## src/rtl/sitd_pkg.sv

```systemverilog
// Shared constants, types and microcode table of the signed integer to decimal text core.
`timescale 1ns / 1ps

package sitd_pkg;

    localparam int VALUE_WIDTH = 64;
    localparam int IN_WIDTH    = 64;
    localparam int NUM_DIGITS  = 20;
    localparam int BCD_WIDTH   = 4 * NUM_DIGITS;
    localparam int ITER_WIDTH  = $clog2(VALUE_WIDTH + 1);
    localparam int DCNT_WIDTH  = $clog2(NUM_DIGITS + 1);
    localparam int CHAR_WIDTH  = 7;
    localparam int STEP_WIDTH  = 3;

    localparam logic [CHAR_WIDTH-1:0] CHAR_ZERO  = 7'h30;
    localparam logic [CHAR_WIDTH-1:0] CHAR_MINUS = 7'h2D;

    typedef logic [STEP_WIDTH-1:0] step_t;

    localparam step_t STEP_IDLE   = 3'd0;
    localparam step_t STEP_DABBLE = 3'd1;
    localparam step_t STEP_NORM   = 3'd2;
    localparam step_t STEP_SIGN   = 3'd3;
    localparam step_t STEP_DIGITS = 3'd4;
    localparam step_t STEP_DONE   = 3'd5;

    typedef enum logic [2:0] {
        COND_NEVER,
        COND_ALWAYS,
        COND_NO_START,
        COND_BITS_LEFT,
        COND_LEAD_ZERO,
        COND_MORE_DIGITS
    } cond_t;

    typedef struct packed {
        logic  load;
        logic  dabble;
        logic  norm;
        logic  emit_sign;
        logic  emit_digit;
        cond_t cond;
        step_t target;
    } ctrl_t;

    function automatic ctrl_t microcode(input step_t step);
        ctrl_t w;
        w = '{load: 1'b0, dabble: 1'b0, norm: 1'b0, emit_sign: 1'b0,
              emit_digit: 1'b0, cond: COND_ALWAYS, target: STEP_IDLE};
        case (step)
            STEP_IDLE:
            begin
                w.load   = 1'b1;
                w.cond   = COND_NO_START;
                w.target = STEP_IDLE;
            end
            STEP_DABBLE:
            begin
                w.dabble = 1'b1;
                w.cond   = COND_BITS_LEFT;
                w.target = STEP_DABBLE;
            end
            STEP_NORM:
            begin
                w.norm   = 1'b1;
                w.cond   = COND_LEAD_ZERO;
                w.target = STEP_NORM;
            end
            STEP_SIGN:
            begin
                w.emit_sign = 1'b1;
                w.cond      = COND_NEVER;
            end
            STEP_DIGITS:
            begin
                w.emit_digit = 1'b1;
                w.cond       = COND_MORE_DIGITS;
                w.target     = STEP_DIGITS;
            end
            STEP_DONE:
            begin
                w.cond   = COND_ALWAYS;
                w.target = STEP_IDLE;
            end
            default:
            begin
                w.cond   = COND_ALWAYS;
                w.target = STEP_IDLE;
            end
        endcase
        return w;
    endfunction

endpackage

```

## src/rtl/signed_int_to_decimal_text_core.sv

```systemverilog
// Top level: microcoded binary to decimal ASCII converter for signed integers.
`timescale 1ns / 1ps

// Takes one signed integer per start beat while busy is low and emits its decimal text,
// most significant character first, one beat per cycle on valid; a leading '-' marks a
// negative value and last_char marks the final digit. Busy stays high for each whole item, so
// a new item is taken only once the last is through: VALUE_WIDTH shift-add-3 steps, a
// leading-zero strip loop, the sign step, the digit loop and the closing step of the microcode.
// Beats cannot be held off; the receiver must take each valid beat in its cycle.
module signed_int_to_decimal_text_core (
    input  logic                             clk,
    input  logic                             rst_n,
    input  logic                             start,
    input  logic [sitd_pkg::IN_WIDTH-1:0]    value,
    output logic                             busy,
    output logic                             valid,
    output logic [sitd_pkg::CHAR_WIDTH-1:0]  character,
    output logic                             last_char
);
    import sitd_pkg::*;

    step_t                   pc_reg, pc_next;
    logic [ITER_WIDTH-1:0]   iter_reg, iter_next;
    logic [DCNT_WIDTH-1:0]   dcnt_reg, dcnt_next;
    logic                    neg_reg, neg_next;
    logic [VALUE_WIDTH-1:0]  mag_reg, mag_next;
    logic [BCD_WIDTH-1:0]    bcd_reg, bcd_next;
    logic                    valid_reg, valid_next;
    logic [CHAR_WIDTH-1:0]   char_reg, char_next;
    logic                    last_reg, last_next;

    ctrl_t                   ctrl;
    logic                    cond_true;
    logic [VALUE_WIDTH-1:0]  in_bits;
    logic                    in_sign;
    logic [BCD_WIDTH-1:0]    bcd_adj;
    logic [3:0]              top_digit;
    logic                    lead_zero;

    assign ctrl      = microcode(pc_reg);
    assign in_bits   = value[VALUE_WIDTH-1:0];
    assign in_sign   = in_bits[VALUE_WIDTH-1];
    assign top_digit = bcd_reg[BCD_WIDTH-1 -: 4];
    assign lead_zero = (top_digit == 4'd0) && (dcnt_reg != DCNT_WIDTH'(1));

    always_comb
    begin
        for (int d = 0; d < NUM_DIGITS; d++)
        begin
            if (bcd_reg[4*d +: 4] >= 4'd5)
                bcd_adj[4*d +: 4] = bcd_reg[4*d +: 4] + 4'd3;
            else
                bcd_adj[4*d +: 4] = bcd_reg[4*d +: 4];
        end
    end

    always_comb
    begin
        case (ctrl.cond)
            COND_NEVER:       cond_true = 1'b0;
            COND_ALWAYS:      cond_true = 1'b1;
            COND_NO_START:    cond_true = !start;
            COND_BITS_LEFT:   cond_true = (iter_reg != ITER_WIDTH'(1));
            COND_LEAD_ZERO:   cond_true = lead_zero;
            COND_MORE_DIGITS: cond_true = (dcnt_reg != DCNT_WIDTH'(1));
            default:          cond_true = 1'b0;
        endcase
    end

    always_comb
    begin
        pc_next    = cond_true ? ctrl.target : step_t'(pc_reg + 1'b1);
        iter_next  = iter_reg;
        dcnt_next  = dcnt_reg;
        neg_next   = neg_reg;
        mag_next   = mag_reg;
        bcd_next   = bcd_reg;
        valid_next = 1'b0;
        char_next  = char_reg;
        last_next  = last_reg;

        // load a new item
        if (ctrl.load && start)
        begin
            neg_next  = in_sign;
            mag_next  = in_sign ? (~in_bits + 1'b1) : in_bits;
            bcd_next  = '0;
            iter_next = ITER_WIDTH'(VALUE_WIDTH);
            dcnt_next = DCNT_WIDTH'(NUM_DIGITS);
        end

        // shift one magnitude bit into the corrected decimal digits
        if (ctrl.dabble)
        begin
            {bcd_next, mag_next} = {bcd_adj, mag_reg} << 1;
            iter_next            = iter_reg - 1'b1;
        end

        // drop a leading zero digit
        if (ctrl.norm && lead_zero)
        begin
            bcd_next  = bcd_reg << 4;
            dcnt_next = dcnt_reg - 1'b1;
        end

        if (ctrl.emit_sign && neg_reg)
        begin
            valid_next = 1'b1;
            char_next  = CHAR_MINUS;
            last_next  = 1'b0;
        end

        // emit the top digit and advance
        if (ctrl.emit_digit)
        begin
            valid_next = 1'b1;
            char_next  = CHAR_ZERO + {3'b000, top_digit};
            last_next  = (dcnt_reg == DCNT_WIDTH'(1));
            bcd_next   = bcd_reg << 4;
            dcnt_next  = dcnt_reg - 1'b1;
        end
    end

    always_ff @(posedge clk or negedge rst_n)
    begin
        if (!rst_n)
        begin
            pc_reg    <= STEP_IDLE;
            iter_reg  <= '0;
            dcnt_reg  <= '0;
            neg_reg   <= 1'b0;
            mag_reg   <= '0;
            valid_reg <= 1'b0;
        end
        else
        begin
            pc_reg    <= pc_next;
            iter_reg  <= iter_next;
            dcnt_reg  <= dcnt_next;
            neg_reg   <= neg_next;
            mag_reg   <= mag_next;
            valid_reg <= valid_next;
        end
    end

    always_ff @(posedge clk)
    begin
        bcd_reg  <= bcd_next;
        char_reg <= char_next;
        last_reg <= last_next;
    end

    assign busy      = (pc_reg != STEP_IDLE);
    assign valid     = valid_reg;
    assign character = char_reg;
    assign last_char = last_reg;

    a_accept_busy: assert property (@(posedge clk) disable iff (!rst_n)
        (start && !busy) |=> busy)
        else $error("accepted beat did not raise busy");

    a_beat_from_work: assert property (@(posedge clk) disable iff (!rst_n)
        valid_next |-> (pc_reg == STEP_SIGN || pc_reg == STEP_DIGITS))
        else $error("result beat outside an emit step");

    a_digits_left: assert property (@(posedge clk) disable iff (!rst_n)
        (pc_reg == STEP_DIGITS) |-> (dcnt_reg != '0))
        else $error("digit loop ran with no digits left");

    a_sign_not_last: assert property (@(posedge clk) disable iff (!rst_n)
        (valid && character == CHAR_MINUS) |-> !last_char)
        else $error("minus sign marked as last character");

endmodule

```

## config.mk

```make
export PLATFORM = sky130hd
export DESIGN_NAME = signed_int_to_decimal_text_core
export DESIGN_NICKNAME = d
export VERILOG_FILES = /design/src/rtl/sitd_pkg.sv /design/src/rtl/signed_int_to_decimal_text_core.sv
export SDC_FILE = /design/constraint.sdc
export NUM_CORES = 1
export LEC_CHECK = 0
export ABC_AREA = 1
export BUFFER_PORTS_ARGS = -buffer_cell sky130_fd_sc_hd__buf_2
export CAP_MARGIN = 0
export CORE_ASPECT_RATIO = 0.5
export CORE_UTILIZATION = 25
export DETAILED_ROUTE_END_ITERATION = 16
export HOLD_SLACK_MARGIN = 0.02
export PLACE_DENSITY = 0.5
export SLEW_MARGIN = 25
export SYNTH_ARGS = -nofsm -noshare
export SYNTH_HDL_FRONTEND = slang
export SYNTH_SLANG_ARGS = --single-unit
```

## constraint.sdc

```tcl
create_clock -name clk -period 3.75 [get_ports clk]
set_input_delay 0.75 -clock clk [delete_from_list [all_inputs] [get_ports clk]]
set_output_delay 0.75 -clock clk [all_outputs]
set_load 0.005 [all_outputs]
```

======== After elaboration in Yosys (flattened, before gate mapping) ========
Cells that the tools add are included.
W data, S select, Z words.
cells by class
  mux-type cells .......................... 47
  $lt $le $gt $ge ......................... 20
  eq/ne operators ......................... 12
  bitwise operators ....................... 1
  reductions and logical operators ........ 13
  $add $sub $neg .......................... 25
operator list
  operator                 number
  $mux W80                 4
  $mux W64                 3
  $ge A4 B3 Y1 const B     20
  $add A4 B2 Y4 const B    19
  $mux W4                  19
  $add A64 B1 Y64 const B  1
  $not A64 Y64             1
  $mux W7                  4
  $mux W5                  3
  $pmux W3 S5              1
  $eq A3 B2 Y1 const B     4
  $eq A3 B3 Y1 const B     3
  $mux W1                  9
  $pmux W3 S3              1
  $add A6 B4 Y7 const A    1
  $ne A7 B1 Y1 const B     1
  $sub A7 B1 Y7 const B    1
  $eq A3 B1 Y1 const B     2
  $mux W3                  2
  $reduce_bool A3 Y1       2
  $eq A5 B1 Y1 const B     1
  $ne A5 B1 Y1 const B     1
  $pmux W1 S5              1
  $sub A5 B1 Y5 const B    1
  9 further kinds          13
word-level totals
  output and inout port bits .............. 10
  input bits .............................. 67
  word-level logic and storage cells ...... 128
  register bits ........................... 169

======== Depth between registers and ports, before layout ========
  depth in word-level cells ............... 7
  mapped depth ............................ 12
  mapped depth without buffers ............ 12

======== Worst setup path after synthesis ========
No wires, ideal clock.
  kind .................................... register to register
  start ................................... register bcd_reg[76]
  end ..................................... register bcd_reg[10], enable pin
  slack ................................... 1.204 ns
  library setup time ...................... 0.403 ns
  arrival ................................. 2.143 ns
  data required time ...................... 3.347 ns
  stages on the path, launching flop included .. 11
  buffers on the path ..................... 0
  path through ............................ edfxtp_1 > inv_1 > ha_1 > nand3_1 > nor2_1 > nand2_1 > inv_2 > nor2_8 > nand2_1 > inv_2 > nand2_2
between the ends
  word-level cells in the longest chain between the ends .. 4
ends and longest elaborated chain
  item                                 line                                    source
  from (decl)                          signed_int_to_decimal_text_core.sv:27   logic [BCD_WIDTH-1:0] bcd_reg, bcd_next;
  from (signal assigned)               signed_int_to_decimal_text_core.sv:148  bcd_reg <= bcd_next;
  $logic_not A4 Y1                     signed_int_to_decimal_text_core.sv:44   assign lead_zero = (top_digit == 4'd0) && (dcnt_reg != DCNT_WIDTH'(1));
  $logic_and A1 B1 Y1                  signed_int_to_decimal_text_core.sv:44
  $logic_and A1 B1 Y1                  signed_int_to_decimal_text_core.sv:100  if (ctrl.norm && lead_zero)
  $reduce_bool A4 Y1 (no source line)  -
Every way passes these cells.
A chain may end at the register's enable or synchronous reset.

======== Final worst setup path ========
  start ................................... register pc_reg[1]
  end ..................................... register pc_reg[0]
between the ends
  word-level cells in the longest chain between the ends .. 5
ends and longest elaborated chain
  item                                  line                                    source
  from (decl)                           signed_int_to_decimal_text_core.sv:22   step_t pc_reg, pc_next;
  from (signal assigned)                signed_int_to_decimal_text_core.sv:137  pc_reg <= pc_next;
  $eq A3 B3 Y1 (tied with other cells)  sitd_pkg.sv:50                          case (step)
  $pmux W3 S5                           sitd_pkg.sv:50
  $eq A3 B3 Y1 (tied with other cells)  signed_int_to_decimal_text_core.sv:59   case (ctrl.cond)
  $pmux W1 S5                           signed_int_to_decimal_text_core.sv:59
  $mux W3 (*)                           signed_int_to_decimal_text_core.sv:72   pc_next = cond_true ? ctrl.target : step_t'(pc_reg + 1'b1);
  named net pc_next[0]                  signed_int_to_decimal_text_core.sv:22
The timed path passes the listed nets; every way through them passes the cells marked *.

==> results.json <==
{
  "power.density_nw_per_um2": 814,
  "crit_path_end_kind": "flip-flop",
  "cts.path.max_buffers": 2,
  "postRouteAntennaNets": 0,
  "synth_most_common_cell": "nand2_1",
  "slew_headroom_pct": 41.0,
  "power_frac_comb_pct": 47.6,
  "globalRoute.totalOverflow": 0,
  "crit_type": "reg2reg",
  "place_congestion": 0.882,
  "die_h_um": 152,
  "synth_commonest_cells": "nand2_1, inv_1, nor2_1, o21ai_0, nand3_1",
  "p_switching_mw": 4.53,
  "multiInputGateArea_um2": 5620,
  "drc": 0,
  "cp_slowest_cell": "buf_4",
  "drv_slew": 0,
  "nNetsFinal": 1646,
  "maxCapViolations": 0,
  "clock_latency_ns": 0.45,
  "first_pass_iters": 5,
  "numCtsBuffers": 17,
  "vias_per_cell": 4.56,
  "synth.distinct_cells": 43,
  "finalSetupViolations": 0,
  "min_path_type": "in2async",
  "synth_top_area_share_pct": 22.0,
  "intPower_mw": 5.87,
  "start_util_pct": 25.5,
  "routed_wl_um": 29900,
  "netSwitchingFraction_pct": 43.6,
  "grt_pass1_vias": 9320,
  "post-route-util_pct": 29.2,
  "drive_gt1_share_pct": 10.3,
  "netlist_instances": 1469,
  "layout.area.seq_um2": 4570,
  "whs_ns": 0.174,
  "worst_slew_pin_slew_ns": 0.885,
  "synth-edff-count": 82,
  "ys_seq_area_share_pct": 40.8,
  "crit_path_frequent_cell": "nand2_1",
  "rows": 54,
  "ir_worst_vdd_v": 0.000601,
  "wl_per_cell_um": 14.0,
  "area_growth_pct": 14.3,
  "syn_area_per_cell_um2": 7.62,
  "fmax_ghz": 0.390,
  "drtIter0Drc": 522,
  "post-route-period-util_pct": 68.3,
  "p_leak_nw": 5.60,
  "p_seq_share_pct": 34.5,
  "worstSetupStartpointType": "flip-flop",
  "vias": 9707,
  "rsz0062_at_grt": "false",
  "r2r_cells": 11,
  "fin_skew_ns": 0.0119,
  "ctsResizeCount": 0,
  "yosys.area.top_type": "edfxtp_1",
  "tns_ns": 0,
  "yosys_warnings": 0,
  "placement.io_buffers": 74,
  "syn-cell-area_um2": 11200,
  "nFillCells": 4716,
  "path_clk_slew_ns": 0.07,
  "status": "complete, no violations",
  "synth.area.top_cells": "edfxtp_1, dfrtp_1, nand2_1, inv_1, nor2_1",
  "cts-root-buf": "clkbuf_16",
  "antenna_found_initial": 0,
  "die-area_um2": 45700,
  "path_cells": "inv_1, ha_1, nand2_2, buf_4, nand2_1, inv_2, nand2_1, o21ai_1, nand3b_1, nand3_1, o21ai_0",
  "critPathArrivalTime_ns": 2.87,
  "required_ns": 4.06,
  "die_w_um": 301,
  "hold_viol": 0,
  "htreeDepth": 4,
  "grt_pass1_wl_um": 48900,
  "grt_usage_pct": 13.5,
  "cts_setup_buffers": 0,
  "core-area_um2": 43800,
  "max_stage_delay_ns": 0.45,
  "fin_crit_ns": 2.56,
  "cts_tree": "done",
  "io_pins": 77,
  "insertedDiodeCount": 0,
  "syn-num-nets": 1587,
  "postCtsHoldBufs": 0,
  "grt_max_degree": 81,
  "ys.flop_type": "edfxtp_1",
  "cts_sinks": 167,
  "async_flop_share_pct": 48.5,
  "synth-seq-cells": 167,
  "critPathMaxFanout": 39,
  "p_clk_share_pct": 17.9,
  "dpl.hpwl_um": 21800,
  "largest_reg_flops": 80
}
routing by layer:
layer	routed length [µm]	part of all wire (%)	vias to the layer above	global-route usage, %
met2	14500	49	137	23.6
met5	0	0	-	0
met1	13800	46	4549	16.9
met3	945	3.2	39	2.35
met4	580	1.9	0	4.34
li1	-	-	4982	-
final cells by class:
class                      count  area share [%]
clock inverter                15            1.37
multi-input combinational   1044            43.9
sequential                   167            35.7
inverter                     212            6.22
timing repair buffer          86            3.72
tap                          588            5.75
clock buffer                  17            3.33
power groups by stage:
stage / Sequential [mW] / Clock (mW) / Combinational [mW]
after CTS: 3.60 / 1.92 / 5.03
after detailed placement: 3.62 / 0 / 4.99
final: 3.59 / 1.86 / 4.95
after global routing: 3.71 / 1.98 / 5.70
after floorplan: 3.53 / 0 / 3.81
after global placement: 3.63 / 0 / 4.97
worst paths after layout:
path | end | slack [ns] | startpoint
worst max register to register | pc_reg[0] | 1.19 | pc_reg[1]
worst min-delay path | mag_reg[2] | 0.17 | rst_n
max in group asynchronous | neg_reg | 2.84 | rst_n
worst max-delay path | pc_reg[0] | 1.19 | pc_reg[1]
worst min register to register | iter_reg[6] | 0.49 | iter_reg[6]
min in group clk | iter_reg[6] | 0.49 | iter_reg[6]
stage by stage:
step	area (µm²)	cells	setup slack, ns	total power, mW
floorplan	11200	1469	1.20	7.34
global placement	12200	2097	1.15	8.59
detailed placement	12200	2097	1.19	8.62
CTS	12800	2129	1.14	10.5
global route	12800	2129	0.943	11.4
finish	12800	2129	1.19	10.4
critical path, delay by kind of cell, from the launching register on:
kind | cells | cell delay, ns
AOI/OAI and AO/OA | 2 | 0.19
adders and majority gates | 1 | 0.23
buffers and inverters | 3 | 0.96
DFF | 1 | 0.37
and+or+nand+nor | 5 | 0.66
cell families after synthesis:
group           synth area share (%)
simple gates                    25.0
compound gates                  15.6
buf+inv                         9.02
flops                           40.8
fa+ha+maj                       5.70
xor+xnor                        3.60
other cells                   0.0671
mux                            0.179
placed cells by master (no fill, tap or decap), types with 3 or more instances in the layout:
cell type,synthesis,layout
xor2_1,43,43
edfxtp_1,82,82
nor2_2,4,4
ha_1,51,51
nand2_4,3,4
o21ai_0,98,98
a21oi_1,26,26
nor3_1,5,5
buf_4,2,12
buf_2,27,73
o21bai_1,22,22
dfxtp_1,4,4
nor2_4,8,8
clkbuf_16,0,17
nand3b_1,6,6
o32ai_1,25,25
nor2_1,173,173
nand2_2,10,10
nand2_1,344,343
o22ai_1,81,81
o21ai_1,10,10
inv_2,6,6
inv_1,205,205
o211ai_1,10,10
xnor2_1,3,3
dfrtp_1,81,81
o221ai_1,5,5
nand3_1,92,92
inv_6,0,8
nand4_1,7,7
Note: power is estimated with default switching activity, not from simulation.
